===== config.mk =====
export PLATFORM = sky130hd
export DESIGN_NAME = mqtt_publish_framer
export DESIGN_NICKNAME = d
export VERILOG_FILES = /design/src/rtl/mpf_pkg.sv /design/src/rtl/mqtt_publish_framer.sv /design/src/rtl/mpf_ctrl.sv /design/src/rtl/mpf_datapath.sv
export SDC_FILE = /design/constraint.sdc
export NUM_CORES = 1
export LEC_CHECK = 0
export BUFFER_PORTS_ARGS = -buffer_cell sky130_fd_sc_hd__buf_2
export CORE_AREA = 2 2 93 95
export DETAILED_ROUTE_END_ITERATION = 7
export DIE_AREA = 0 0 95 97
export PLACE_DENSITY_LB_ADDON = 0.08
export SKIP_LAST_GASP = 1
export SYNTH_ARGS = -nofsm -noshare
export SYNTH_HDL_FRONTEND = slang
export SYNTH_SLANG_ARGS = --single-unit
export TNS_END_PERCENT = 30

===== constraint.sdc =====
create_clock -name clock -period 5.51 [get_ports clock]
set_input_delay 0.551 -clock clock [delete_from_list [all_inputs] [get_ports clock]]
set_output_delay 0.551 -clock clock [all_outputs]
set_load 0.005 [all_outputs]

===== src/rtl/mpf_pkg.sv =====
// ---------------------------------------------------------------------------
// mpf_pkg: shared types and constants for the publish framer
// Request and response payload structs, controller/datapath command and
// status groups, output select codes.
// ---------------------------------------------------------------------------
package mpf_pkg;

   localparam int DEFAULT_BUFFER_BYTES = 512;
   localparam logic [7:0] PACKET_TYPE_RESET = 8'd48;
   localparam logic [7:0] VARINT_CONT = 8'h80;

   localparam int LEN_W   = 9;   // topic / data length field
   localparam int BODY_W  = 10;  // topic_len + msg_len
   localparam int TOTAL_W = 11;  // remaining length, body + 2

   typedef struct packed {
      logic             func;
      logic [LEN_W-1:0] topic_len;
      logic [LEN_W-1:0] msg_len;
      logic [7:0]       payload_byte;
   } req_type;

   typedef struct packed {
      logic [7:0] out_byte;
      logic       status;
      logic       last;
   } rsp_type;

   localparam logic FUNC_START   = 1'b0;
   localparam logic FUNC_PAYLOAD = 1'b1;

   // output register source select
   localparam logic [2:0] SEL_TYPE = 3'd0;
   localparam logic [2:0] SEL_VAR0 = 3'd1;
   localparam logic [2:0] SEL_VAR1 = 3'd2;
   localparam logic [2:0] SEL_TLHI = 3'd3;
   localparam logic [2:0] SEL_TLLO = 3'd4;
   localparam logic [2:0] SEL_ERR  = 3'd5;
   localparam logic [2:0] SEL_BYTE = 3'd6;

   typedef struct packed {
      logic       accept;  // request taken this cycle
      logic       emit;    // load output register
      logic [2:0] sel;
   } cmd_type;

   typedef struct packed {
      logic out_free;    // output register can take a byte this cycle
      logic is_start;    // pending request is a start item
      logic fit_err;     // pending start item does not fit the buffer
      logic pass_byte;   // pending payload item produces a byte
      logic two_groups;  // latched remaining length needs two varint bytes
   } status_type;

endpackage


===== src/rtl/mqtt_publish_framer.sv =====
// ---------------------------------------------------------------------------
// mqtt_publish_framer: QoS-0 publish frame builder
// Turns start requests and payload bytes into a framed byte stream.
// ---------------------------------------------------------------------------
// A start request (func 0) produces the packet type byte, the remaining
// length as a one- or two-byte varint and the 16-bit topic length, one
// byte per cycle from the header sequencer while the output register is
// free; a frame larger than BUFFER_BYTES gives one error response instead
// and that packet's payload bytes are swallowed. Payload requests (func 1)
// go through the single output register at one byte per cycle while the
// consumer keeps rsp_ready high; bytes with no open packet are dropped.
// A start request arriving while a packet is open abandons that packet.
// The packet type register may be written at any time through csr_.
module mqtt_publish_framer #(
   parameter int BUFFER_BYTES = mpf_pkg::DEFAULT_BUFFER_BYTES
) (
   input  logic             clock,
   input  logic             reset,
   input  logic             req_valid,
   output logic             req_ready,
   input  mpf_pkg::req_type req_data,
   output logic             rsp_valid,
   input  logic             rsp_ready,
   output mpf_pkg::rsp_type rsp_data,
   input  logic             csr_valid,
   output logic             csr_ready,
   input  logic [7:0]       csr_data
);

   mpf_pkg::cmd_type    cmd;
   mpf_pkg::status_type stat;

   assign csr_ready = 1'b1;

   mpf_ctrl u_ctrl (
      .clock     (clock),
      .reset     (reset),
      .req_valid (req_valid),
      .req_ready (req_ready),
      .stat      (stat),
      .cmd       (cmd)
   );

   mpf_datapath #(
      .BUFFER_BYTES (BUFFER_BYTES)
   ) u_datapath (
      .clock     (clock),
      .reset     (reset),
      .req_data  (req_data),
      .csr_write (csr_valid && csr_ready),
      .csr_data  (csr_data),
      .cmd       (cmd),
      .stat      (stat),
      .rsp_valid (rsp_valid),
      .rsp_ready (rsp_ready),
      .rsp_data  (rsp_data)
   );

endmodule


===== src/rtl/mpf_ctrl.sv =====
// ---------------------------------------------------------------------------
// mpf_ctrl: framer sequencer
// Accepts requests and steps through the header bytes of a frame,
// one byte per cycle when the output register is free.
// ---------------------------------------------------------------------------
module mpf_ctrl (
   input  logic                clock,
   input  logic                reset,
   input  logic                req_valid,
   output logic                req_ready,
   input  mpf_pkg::status_type stat,
   output mpf_pkg::cmd_type    cmd
);

   localparam logic [2:0] ST_IDLE = 3'd0;
   localparam logic [2:0] ST_VAR0 = 3'd1;
   localparam logic [2:0] ST_VAR1 = 3'd2;
   localparam logic [2:0] ST_TLHI = 3'd3;
   localparam logic [2:0] ST_TLLO = 3'd4;

   logic [2:0] state_ff, state_in;

   always_ff @(posedge clock) begin
      if (reset) begin
         state_ff <= ST_IDLE;
      end else begin
         state_ff <= state_in;
      end
   end

   always_comb begin
      state_in   = state_ff;
      cmd.accept = 1'b0;
      cmd.emit   = 1'b0;
      cmd.sel    = mpf_pkg::SEL_BYTE;
      req_ready  = 1'b0;
      unique case (state_ff)
         ST_IDLE: begin
            req_ready = stat.out_free;
            if (req_valid && stat.out_free) begin
               cmd.accept = 1'b1;
               if (stat.is_start) begin
                  cmd.emit = 1'b1;
                  if (stat.fit_err) begin
                     cmd.sel = mpf_pkg::SEL_ERR;
                  end else begin
                     cmd.sel  = mpf_pkg::SEL_TYPE;
                     state_in = ST_VAR0;
                  end
               end else begin
                  cmd.emit = stat.pass_byte;
                  cmd.sel  = mpf_pkg::SEL_BYTE;
               end
            end
         end
         ST_VAR0: begin
            cmd.sel = mpf_pkg::SEL_VAR0;
            if (stat.out_free) begin
               cmd.emit = 1'b1;
               state_in = stat.two_groups ? ST_VAR1 : ST_TLHI;
            end
         end
         ST_VAR1: begin
            cmd.sel = mpf_pkg::SEL_VAR1;
            if (stat.out_free) begin
               cmd.emit = 1'b1;
               state_in = ST_TLHI;
            end
         end
         ST_TLHI: begin
            cmd.sel = mpf_pkg::SEL_TLHI;
            if (stat.out_free) begin
               cmd.emit = 1'b1;
               state_in = ST_TLLO;
            end
         end
         ST_TLLO: begin
            cmd.sel = mpf_pkg::SEL_TLLO;
            if (stat.out_free) begin
               cmd.emit = 1'b1;
               state_in = ST_IDLE;
            end
         end
         default: begin
            state_in = ST_IDLE;
         end
      endcase
   end

endmodule


===== src/rtl/mpf_datapath.sv =====
// ---------------------------------------------------------------------------
// mpf_datapath: framer data registers
// Packet type register, length bookkeeping, fit test and the output
// register that holds one response until it is taken.
// ---------------------------------------------------------------------------
module mpf_datapath #(
   parameter int BUFFER_BYTES = mpf_pkg::DEFAULT_BUFFER_BYTES
) (
   input  logic                clock,
   input  logic                reset,
   input  mpf_pkg::req_type    req_data,
   input  logic                csr_write,
   input  logic [7:0]          csr_data,
   input  mpf_pkg::cmd_type    cmd,
   output mpf_pkg::status_type stat,
   output logic                rsp_valid,
   input  logic                rsp_ready,
   output mpf_pkg::rsp_type    rsp_data
);

   localparam int BUF_W = $clog2(BUFFER_BYTES + 1);
   localparam int CMP_W = (BUF_W > mpf_pkg::TOTAL_W) ? BUF_W : mpf_pkg::TOTAL_W;
   localparam logic [CMP_W-1:0] BUF_LIMIT = CMP_W'(BUFFER_BYTES);

   logic [7:0]                  packet_type_ff;
   logic [mpf_pkg::BODY_W-1:0]  remaining_ff, remaining_in;
   logic                        dropping_ff, dropping_in;
   logic [mpf_pkg::LEN_W-1:0]   tlen_ff;
   logic [mpf_pkg::TOTAL_W-1:0] total_ff;
   logic                        rsp_valid_ff;
   mpf_pkg::rsp_type            rsp_ff, rsp_in;

   logic [mpf_pkg::BODY_W-1:0]  req_body;
   logic [mpf_pkg::TOTAL_W-1:0] req_total;
   logic [mpf_pkg::TOTAL_W-1:0] req_frame;
   logic                        req_two;
   logic [mpf_pkg::BODY_W-1:0]  rem_dec;

   assign req_body  = {1'b0, req_data.topic_len} + {1'b0, req_data.msg_len};
   assign req_total = {1'b0, req_body} + mpf_pkg::TOTAL_W'(2);
   assign req_two   = |req_total[mpf_pkg::TOTAL_W-1:7];
   // type byte + varint bytes + remaining length
   assign req_frame = req_total + (req_two ? mpf_pkg::TOTAL_W'(3) : mpf_pkg::TOTAL_W'(2));
   assign rem_dec   = remaining_ff - mpf_pkg::BODY_W'(1);

   assign stat.out_free   = !rsp_valid_ff || rsp_ready;
   assign stat.is_start   = (req_data.func == mpf_pkg::FUNC_START);
   assign stat.fit_err    = CMP_W'(req_frame) > BUF_LIMIT;
   assign stat.pass_byte  = (remaining_ff != '0) && !dropping_ff;
   assign stat.two_groups = |total_ff[mpf_pkg::TOTAL_W-1:7];

   always_comb begin
      remaining_in = remaining_ff;
      dropping_in  = dropping_ff;
      if (cmd.accept) begin
         if (req_data.func == mpf_pkg::FUNC_START) begin
            remaining_in = req_body;
            dropping_in  = stat.fit_err && (req_body != '0);
         end else if (remaining_ff == '0) begin
            dropping_in = 1'b0;
         end else begin
            remaining_in = rem_dec;
            if (dropping_ff && rem_dec == '0) begin
               dropping_in = 1'b0;
            end
         end
      end
   end

   always_comb begin
      rsp_in = '0;
      unique case (cmd.sel)
         mpf_pkg::SEL_TYPE: rsp_in.out_byte = packet_type_ff;
         mpf_pkg::SEL_VAR0: begin
            rsp_in.out_byte = {1'b0, total_ff[6:0]}
                            | (stat.two_groups ? mpf_pkg::VARINT_CONT : 8'h00);
         end
         mpf_pkg::SEL_VAR1: begin
            rsp_in.out_byte = 8'(total_ff[mpf_pkg::TOTAL_W-1:7]);
         end
         mpf_pkg::SEL_TLHI: rsp_in.out_byte = {7'b0, tlen_ff[8]};
         mpf_pkg::SEL_TLLO: begin
            rsp_in.out_byte = tlen_ff[7:0];
            // empty body: the topic length closes the frame
            rsp_in.last     = (total_ff == mpf_pkg::TOTAL_W'(2));
         end
         mpf_pkg::SEL_ERR: begin
            rsp_in.status = 1'b1;
            rsp_in.last   = 1'b1;
         end
         mpf_pkg::SEL_BYTE: begin
            rsp_in.out_byte = req_data.payload_byte;
            rsp_in.last     = (remaining_ff == mpf_pkg::BODY_W'(1));
         end
         default: rsp_in = '0;
      endcase
   end

   always_ff @(posedge clock) begin
      if (reset) begin
         packet_type_ff <= mpf_pkg::PACKET_TYPE_RESET;
         remaining_ff   <= '0;
         dropping_ff    <= 1'b0;
         rsp_valid_ff   <= 1'b0;
      end else begin
         if (csr_write) begin
            packet_type_ff <= csr_data;
         end
         remaining_ff <= remaining_in;
         dropping_ff  <= dropping_in;
         if (cmd.emit) begin
            rsp_valid_ff <= 1'b1;
         end else if (rsp_ready) begin
            rsp_valid_ff <= 1'b0;
         end
      end
   end

   always_ff @(posedge clock) begin
      if (cmd.accept && req_data.func == mpf_pkg::FUNC_START) begin
         tlen_ff  <= req_data.topic_len;
         total_ff <= req_total;
      end
      if (cmd.emit) begin
         rsp_ff <= rsp_in;
      end
   end

   assign rsp_valid = rsp_valid_ff;
   assign rsp_data  = rsp_ff;

endmodule

# Yosys cells after proc, flatten, opt, wreduce, memory -nomap -nowiden
# Cells that the tools add are included.
totals:
  mem_bits_ro: 0
  mem_bits_rw: 0
  latchBits: 0
  elab_cells: 86
  ff_bits: 53
  mem_count: 0
op_classes:
  order_cmp: 1
  n_reduce_logical: 20
  n_bitwise: 2
  div: 0
  addsub: 4
  n_mul: 0
  eq_ne: 21
  muxes: 28
  shift: 0
ops:
  columns: ["cell", "n"]
  rows:
  - ["$pmux W8 S6", 1]
  - ["$mux W3", 8]
  - ["$logic_not A10 Y1", 2]
  - ["$mux W10", 2]
  - ["$pmux W4 S5", 1]
  - ["$reduce_bool A10 Y1", 2]
  - ["$pmux W3 S5", 1]
  - ["$eq A3 B2 Y1 const B", 4]
  - ["$eq A3 B3 Y1 const B", 4]
  - ["$add A10 B2 Y11 const B", 1]
  - ["$add A11 B11 Y11", 1]
  - ["$eq A11 B2 Y1 const B", 1]
  - ["$gt A11 B10 Y1 const B", 1]
  - ["$mux W1", 11]
  - ["$add A9 B9 Y10", 1]
  - ["$eq A10 B1 Y1 const B", 1]
  - ["$ne A2 B1 Y1 const B", 5]
  - ["$sub A10 B1 Y10 const B", 1]
  - ["$mux W8", 1]
  - ["$or A7 B8 Y8", 1]
  - ["$reduce_or A4 Y1", 2]
  - ["$reduce_and A7 Y1", 1]
  - ["$eq A3 B1 Y1 const B", 2]
  - ["$logic_not A3 Y1", 2]
  - ["other kinds (11)", 19]

# Logic depth before layout (Yosys ltp)
# Gate-level depths: netlist of run 1.
logic_depth:
  word_depth: 12
  depth_mapped: 23
  mapped_depth_nobuf: 22

# Hierarchy
# From an unflattened synthesis of run 1, not the netlist that was laid out.
unflattened:
  cells_unflattened: 397
  hier_area_um2: 3611.0
modules_own_cells:
  columns: ["mod", "area_each_um2", "cells_each", "n_inst"]
  rows:
  - ["mpf_datapath", 3357.0, 363, 1]
  - ["mpf_ctrl", 242.7, 32, 1]
  - ["mqtt_publish_framer", 11.3, 2, 1]

# Worst setup path before layout of run 1
# Ideal clock, no wire load.
synth_path:
  path_type: "input to register"
  startpoint: "input req_data[8] in the netlist's numbering"
  endpoint: "register u_datapath.rsp_ff (netlist bit u_datapath.rsp_data[8]) (data pin)"
  cell_stages: 20
  n_path_buf: 1
  arrival_ns: 4.621
  setup_slack_ns: 0.628
  setup_ns: 0.261
  path_cell_list: "ha_1 -> fa_1 -> xor2_1 -> ha_1 -> clkbuf_1 -> o21ai_0 -> nor4_4 -> nand3_1 -> a21o_2 -> nand3_1 -> ha_1 -> inv_1 -> ha_1 -> nand2b_1 -> nor3_2 -> and2_1 -> nor3_1 -> mux2i_1 -> a21oi_4 -> a221o_1"
synth_lines:
  columns: ["element", "line_no", "text"]
  rows:
  - ["start: declaration", "mqtt_publish_framer.sv:21", "input mpf_pkg::req_type req_data,"]
  - ["end signal: assignment", "mpf_datapath.sv:125", "rsp_ff <= rsp_in;"]
  - ["end: declaration", "mpf_datapath.sv:31", "mpf_pkg::rsp_type rsp_ff, rsp_in;"]

==> Implementation_results.wiki, run 1 <==
{| class="wikitable"
! Metric !! Value
|-
| Final worst-path cycle share || 90.4%
|-
| Max VDD drop || 0.000169 V
|-
| Antenna Cells || 0
|-
| Dpl hpwl || 6670 um
|-
| Met3 track demand over resource in global routing || 2.88%
|-
| Top cell by count, worst path || sky130_fd_sc_hd__ha_1
|-
| Start point of the worst min-delay path || req_data[17]
|-
| Number of I/O port buffers || 51
|-
| Share of synthesized area spent on multiplexers || 2.82%
|-
| Effective utilization at floorplan || 44.8%
|-
| Worst-case setup margin in the final layout || 0.528 ns
|-
| Aggregate global-route resource usage || 19.6%
|-
| NumNets Final || 481
|-
| Fraction of the mapped netlist area in compound gates || 21.5%
|-
| Delay contributed by the slowest stage of the critical path || 0.45 ns
|-
| Measured slew at the worst slew-check pin || 0.953 ns
|-
| Source of the worst register-to-register timing path || u_datapath.remaining_ff[2]
|-
| Area after detailed placement || 3990 um^2
|-
| Outcome || completed
|-
| Initial DRC Count || 163
|-
| Pin count of the biggest net entering global routing || 24
|-
| Number of nets still failing antenna checks after routing || 0
|-
| Warnings, synthesis || 0
|-
| Core region area || 8130 um^2
|-
| Average size of a mapped cell || 9.64 um^2
|-
| Number of sinks driven by the clock tree || 53
|-
| Setup total negative slack || 0 ns
|-
| Number of setup violations in the final report || 0
|-
| Netlist area before placement || 3640 um^2
|-
| First-pass GRT wire length || 14300 um
|-
| Crit start category || input pin
|-
| Achievable Freq || 201 MHz
|-
| # Post-CTS Setup Buffers || 0
|-
| Synthesized-area fraction occupied by and/or/nand/nor cells || 22.7%
|-
| Routed length per placed instance || 16.2 um
|-
| Largest fanout of any net on the critical path || 8
|-
| Number of rows in the core area || 33
|-
| Register area || 1360 um^2
|-
| Die Wd || 95 um
|-
| Classification of the worst setup path || input pin to flip-flop
|-
| Flip-flop cell with the highest count after synthesis || sky130_fd_sc_hd__edfxtp_1
|-
| Area of the die || 9220 um^2
|-
| Worst-case clock skew || 0.0145 ns
|-
| Count of state elements after synthesis || 53
|-
| Largest delay share family, worst path || adder cells
|-
| Signal arrival time at the worst endpoint || 5.05 ns
|-
| Critical-path cell list || buf_2 > ha_1 > fa_1 > xor2_1 > ha_1 > o21ai_0 > nor4_4 > nand3_1 > a21o_2 > nand3_1 > ha_1 > inv_1 > ha_1 > nand2b_1 > nor3_2 > and2_1 > nor3_1 > mux2i_1 > a21oi_4 > a221o_1
|-
| # Max-Cap Violations || 0
|-
| Post-CTS Hold Buffers || 0
|-
| Number of ports placed on the die boundary || 53
|-
| Max-slew violation count || 0
|-
| Endpoint class of the critical path || flip-flop
|-
| Initial antenna violation count || 0
|-
| Filler cells || 788
|-
| Vias per cell || 5.56
|-
| Crit path time final || 4.98 ns
|-
| Final wirelength || 8550 um
|-
| Number of flops mapped to enable cells by yosys || 30
|-
| Share of the synthesized netlist area taken by xor and xnor gates || 5.98%
|-
| Final Cell Area || 4080 um^2
|-
| Distinct cell type count after synthesis || 76
|-
| Multi-input gate area || 2170 um^2
|-
| Max H-tree Level || 2
|-
| Cts repair resizes || 0
|-
| Grt ovf || 0
|-
| Crit path buf inv count || 2
|-
| Nets in the synthesized netlist || 436
|-
| CP required || 5.57 ns
|-
| Clock transition at the registers of the reported paths || 0.10 ns
|-
| Crit-path slowest cell || sky130_fd_sc_hd__fa_1
|-
| RSZ-0062 raised after global routing || no
|-
| Worst Hold Class || input pin to flip-flop
|-
| Total power || 1.72 mW
|-
| Length of the first detailed-routing pass in iterations || 4
|-
| Number of buffers on the longest clock path || 2
|-
| Height of the chip || 97 um
|-
| Via count of the first global-routing pass || 2855
|-
| Post-synthesis to final-layout area growth || 12.0%
|-
| Gate count of the mapped netlist || 378
|-
| CTS tree || done
|-
| Placement-stage worst setup slack || 0.248 ns
|-
| Static leakage || 1.65 nW
|-
| Slew HR || 36.4%
|-
| Synth Area in Adders || 6.39%
|-
| CTS Buf Count || 5
|-
| Most used routing layer in global routing || met2
|-
| Combinational family with the most area after synthesis || simple AND/OR/NAND/NOR gates
|-
| Met1 track demand over resource in global routing || 26.3%
|-
| Launching instance or port of the critical path || req_data[8]
|-
| Share of final-layout standard cells stronger than drive strength 1 || 21.0%
|-
| Placer's final routability congestion estimate || 0.893
|-
| Async set-reset flop share out of synthesis || 0%
|-
| Remaining DRCs || 0
|-
| Power density relative to cell area || 421 nW/um^2
|-
| Final Hold Violating Endpoints || 0
|-
| Sequential-to-total area share from yosys stat || 37.4%
|-
| Library cell used as clock root buffer || sky130_fd_sc_hd__clkbuf_8
|-
| Via total after detailed routing || 2943
|-
| Skew-Pair Late Insertion Delay || 0.31 ns
|-
| Met2 track demand over resource || 32.3%
|}
-- Yosys cell counts (3+ instances only) --
library cell	number	area, um^2
sky130_fd_sc_hd__nor2_1	47	176
sky130_fd_sc_hd__edfxtp_1	30	901
sky130_fd_sc_hd__dfxtp_1	23	460
sky130_fd_sc_hd__nand2_1	23	86.3
sky130_fd_sc_hd__ha_1	17	213
sky130_fd_sc_hd__o21ai_0	17	85.1
sky130_fd_sc_hd__a22oi_1	14	105
sky130_fd_sc_hd__nor3_1	14	70.1
sky130_fd_sc_hd__a21oi_1	12	60.1
sky130_fd_sc_hd__clkbuf_1	12	45.0
sky130_fd_sc_hd__xnor2_1	12	105
sky130_fd_sc_hd__inv_1	11	41.3
sky130_fd_sc_hd__nand3_1	11	55.1
sky130_fd_sc_hd__xor2_1	11	96.3
sky130_fd_sc_hd__nor2b_1	10	62.6
sky130_fd_sc_hd__mux2i_1	8	80.1
sky130_fd_sc_hd__a221o_1	7	70.1
sky130_fd_sc_hd__nand2b_1	6	37.5
sky130_fd_sc_hd__or3_1	6	37.5
sky130_fd_sc_hd__a21o_1	5	37.5
sky130_fd_sc_hd__and2_1	4	25.0
sky130_fd_sc_hd__a211oi_1	3	22.5
sky130_fd_sc_hd__nor3b_1	3	22.5
sky130_fd_sc_hd__o31ai_1	3	22.5
-- cell type report --
type                            count  share of cell area, %
Clock buffer                        6                   1.78
Timing Repair Buffer               55                   6.99
Sequential cell                    53                   33.4
Clock inverter                      2                  0.337
Inverter                           11                   1.01
Tap cell                          105                   3.22
Multi-Input combinational cell    297                   53.3
-- final timing paths --
kind / end / slack, ns / depth (start not counted)
setup / recovery: u_datapath.rsp_data[8] / 0.53 / 20
hold / removal: u_datapath.tlen_ff[0] / 0.44 / 1
setup reg to reg: u_datapath.dropping_ff / 3.11 / 9
hold reg to reg: u_datapath.dropping_ff / 0.49 / 2
-- state kept, by name, summed over array words and instances (netlist names) --
| signal | flops |
|---|---|
| u_datapath.remaining_ff | 10 |
| u_datapath.packet_type_ff | 8 |
| u_ctrl.state_ff | 3 |
| u_datapath.rsp_valid | 1 |
| u_datapath.rsp_data | 10 |
| u_datapath.dropping_ff | 1 |
| u_datapath.tlen_ff | 9 |
| u_datapath.total_ff | 11 |
-- cell usage in the layout (no fill, tap or decap), types with 14 or more instances in the layout --
cell and instances:
sky130_fd_sc_hd__o21ai_0 17, sky130_fd_sc_hd__nor2_1 47, sky130_fd_sc_hd__ha_1 17, sky130_fd_sc_hd__edfxtp_1 30, sky130_fd_sc_hd__nor3_1 14, sky130_fd_sc_hd__dfxtp_1 23
sky130_fd_sc_hd__a22oi_1 14, sky130_fd_sc_hd__nand2_1 23, sky130_fd_sc_hd__buf_2 51
-- per-stage QoR --
step,util (%),std cells,hold WS (ns)
3_5_place_dp,49.1,521,0.476
2_1_floorplan,-,378,0.455
3_3_place_gp,49.1,521,0.468
4_1_cts,50.2,529,0.428
6_report,50.2,529,0.436
5_1_grt,50.2,529,0.426
-- cell families (layout without fill, tap and decap cells) --
family / Yosys count / after routing
AND/OR/NAND/NOR: 148 / 148
multiplexers: 9 / 9
buffers and inverters: 28 / 74
adder cells (fa/ha/maj): 18 / 18
AO/OA/AOI/OAI: 97 / 97
XOR/XNOR: 24 / 24
flip-flops: 53 / 53
other: 1 / 1
-- routing by layer --
layer  up-vias  routed length, um  part of all wire [%]
met2        69               4150                    49
met5         -                  0                     0
met4         0                130                   1.5
li1       1497                  -                     -
met1      1368               3920                    46
met3         9                351                   4.1
-- power by group --
part	internal [mW]	total, mW	switching [mW]
clock network	0.0902	0.220	0.130
logic	0.360	0.849	0.488
registers	0.564	0.647	0.0835
total	1.01	1.72	0.701
Power figures use the tool's default switching activity.
==> inputs of run 2 (changes only) <==
--- a/config.mk
+++ b/config.mk
@@ -5,10 +5,10 @@
 export SDC_FILE = /design/constraint.sdc
 export NUM_CORES = 1
 export LEC_CHECK = 0
-export BUFFER_PORTS_ARGS = -buffer_cell sky130_fd_sc_hd__buf_2
 export CORE_AREA = 2 2 93 95
 export DETAILED_ROUTE_END_ITERATION = 7
 export DIE_AREA = 0 0 95 97
+export DONT_BUFFER_PORTS = 1
 export PLACE_DENSITY_LB_ADDON = 0.08
 export SKIP_LAST_GASP = 1
 export SYNTH_ARGS = -nofsm -noshare
==> Implementation_results.wiki, run 2 (same netlist as run 1, synthesis figures left out) <==
{| class="wikitable"
! Metric !! Value
|-
| NumNets Final || 430
|-
| Number of buffers on the longest clock path || 2
|-
| Via total after detailed routing || 2764
|-
| Largest delay share family, worst path || adder cells
|-
| Delay contributed by the slowest stage of the critical path || 0.66 ns
|-
| Pin count of the biggest net entering global routing || 24
|-
| Length of the first detailed-routing pass in iterations || 5
|-
| Most frequent cells in the layout || 47 x sky130_fd_sc_hd__nor2_1, 30 x sky130_fd_sc_hd__edfxtp_1, 23 x sky130_fd_sc_hd__nand2_1, 23 x sky130_fd_sc_hd__dfxtp_1
|-
| Number of rows in the core area || 33
|-
| CP required || 5.57 ns
|-
| Endpoint class of the critical path || flip-flop
|-
| Fin cells || 478
|-
| Power density relative to cell area || 435 nW/um^2
|-
| Final Hold Violating Endpoints || 0
|-
| Via count of the first global-routing pass || 2716
|-
| Critical-path cell list || ha_1 > fa_1 > ha_1 > o21ai_0 > nor4_4 > nand3_1 > a21o_2 > nand3_1 > ha_1 > inv_1 > ha_1 > nand2b_1 > nor3_2 > and2_1 > nor3_1 > mux2i_1 > a21oi_4 > a221o_1
|-
| Max VDD drop || 0.000213 V
|-
| Core region area || 8130 um^2
|-
| Number of setup violations in the final report || 0
|-
| Largest fanout of any net on the critical path || 8
|-
| Outcome || completed
|-
| Skew-Pair Late Insertion Delay || 0.31 ns
|-
| Worst-case clock skew || 0.00955 ns
|-
| Antenna Cells || 0
|-
| Worst-case setup margin in the final layout || 0.668 ns
|-
| Aggregate global-route resource usage || 19.4%
|-
| Area of the die || 9220 um^2
|-
| Placer's final routability congestion estimate || 0.918
|-
| Achievable Freq || 207 MHz
|-
| Crit path time final || 4.84 ns
|-
| Grt ovf || 0
|-
| CTS tree || done
|-
| Setup total negative slack || 0 ns
|-
| Placement-stage worst setup slack || 0.348 ns
|-
| Number of I/O port buffers || 0
|-
| Effective utilization at floorplan || 44.8%
|-
| Multi-input gate area || 2170 um^2
|-
| Final worst-path cycle share || 87.9%
|-
| CTS Buf Count || 5
|-
| Clock transition at the registers of the reported paths || 0.10 ns
|-
| Crit-path slowest cell || sky130_fd_sc_hd__fa_1
|-
| Max-slew violation count || 0
|-
| Vias per cell || 5.78
|-
| Filler cells || 771
|-
| Post-synthesis to final-layout area growth || 5.01%
|-
| Signal arrival time at the worst endpoint || 4.90 ns
|-
| Initial antenna violation count || 0
|-
| Measured slew at the worst slew-check pin || 0.905 ns
|-
| Register area || 1360 um^2
|-
| Crit path buf inv count || 1
|-
| Routed length per placed instance || 17.7 um
|-
| Post-Place Cells || 470
|-
| # Max-Cap Violations || 0
|-
| Slew HR || 39.7%
|-
| Final Util || 47.0%
|-
| Post-CTS Hold Buffers || 0
|-
| Share of final-layout standard cells stronger than drive strength 1 || 10.2%
|-
| Most flop-heavy register || u_datapath.total_ff
|-
| Worst Hold Class || input pin to flip-flop
|-
| Remaining DRCs || 0
|-
| Classification of the worst setup path || input pin to flip-flop
|-
| Leading cell type in the layout, fill and taps excluded || sky130_fd_sc_hd__nor2_1
|-
| # Post-CTS Setup Buffers || 0
|-
| Max H-tree Level || 2
|-
| Max FFs per register || 11
|-
| Number of nets still failing antenna checks after routing || 0
|-
| Height of the chip || 97 um
|-
| Die Wd || 95 um
|-
| First-pass GRT wire length || 14200 um
|-
| Dpl hpwl || 6590 um
|-
| Final wirelength || 8440 um
|-
| Library cell used as clock root buffer || sky130_fd_sc_hd__clkbuf_8
|-
| Crit start category || input pin
|-
| Top cell by count, worst path || sky130_fd_sc_hd__ha_1
|-
| RSZ-0062 raised after global routing || no
|-
| Cts repair resizes || 0
|-
| Number of ports placed on the die boundary || 53
|-
| Initial DRC Count || 123
|-
| Static leakage || 1.44 nW
|-
| Number of sinks driven by the clock tree || 53
|}
==> run 2: cell types whose count changed in the layout (fill, tap and decap cells not counted), sizes merged <==
cell / change
buf: -51
clkinvlp: +1
inv: -1
==> run 2: metrics by stage <==
stage / power (mW) / cell area, um^2 / hold WS, ns
2_1_floorplan: 1.28 / 3640 / 0.455
3_3_place_gp: 1.44 / 3740 / 0.467
3_5_place_dp: 1.45 / 3740 / 0.471
4_1_cts: 1.67 / 3830 / 0.294
5_1_grt: 1.80 / 3830 / 0.281
6_report: 1.66 / 3830 / 0.296
==> run 2: power breakdown <==
group	leakage, nW	internal [mW]	switching, mW
Clock	0.0374	0.0900	0.134
Sequential	0.473	0.565	0.0917
Combinational	0.932	0.322	0.461
Total	1.44	0.977	0.686
==> run 2: path summary, 6_finish.rpt <==
kind              cells after the start                           end                        from  slack [ns]
setup / recovery                     18        u_datapath.rsp_data[7]                 req_data[8]        0.67
hold / removal                        1  u_datapath.packet_type_ff[7]                       reset        0.30
setup reg to reg                      9        u_datapath.dropping_ff  u_datapath.remaining_ff[2]        3.11
hold reg to reg                       2        u_datapath.dropping_ff      u_datapath.dropping_ff        0.49
==> run 2: worst register-to-register path: stages, from the launching register on <==
cell,delay [ns]
sky130_fd_sc_hd__dfxtp_1,0.38
sky130_fd_sc_hd__nor3_1,0.48
sky130_fd_sc_hd__nand2_1,0.21
sky130_fd_sc_hd__or3_1,0.41
sky130_fd_sc_hd__xor2_1,0.15
sky130_fd_sc_hd__nand3_1,0.09
sky130_fd_sc_hd__nor3_1,0.25
sky130_fd_sc_hd__nor3_1,0.07
sky130_fd_sc_hd__o21ai_0,0.17
sky130_fd_sc_hd__a21oi_1,0.09
==> run 2: layout make-up <==
cell class	instances	area share [%]
well taps	105	3.43
multi-input cells	297	56.8
repair buffers	4	0.785
flip-flops and latches	53	35.6
clock buffers	6	1.90
inverters	11	1.08
clock inverters	2	0.392
==> run 2: routing by layer <==
| layer | up-vias | global-route usage, % | routed length, um |
|---|---|---|---|
| met5 | - | 0 | 0 |
| met4 | 0 | 3.68 | 82 |
| met3 | 9 | 3.58 | 359 |
| met2 | 55 | 32.2 | 4040 |
| met1 | 1312 | 26.3 | 3960 |
| li1 | 1388 | - | - |
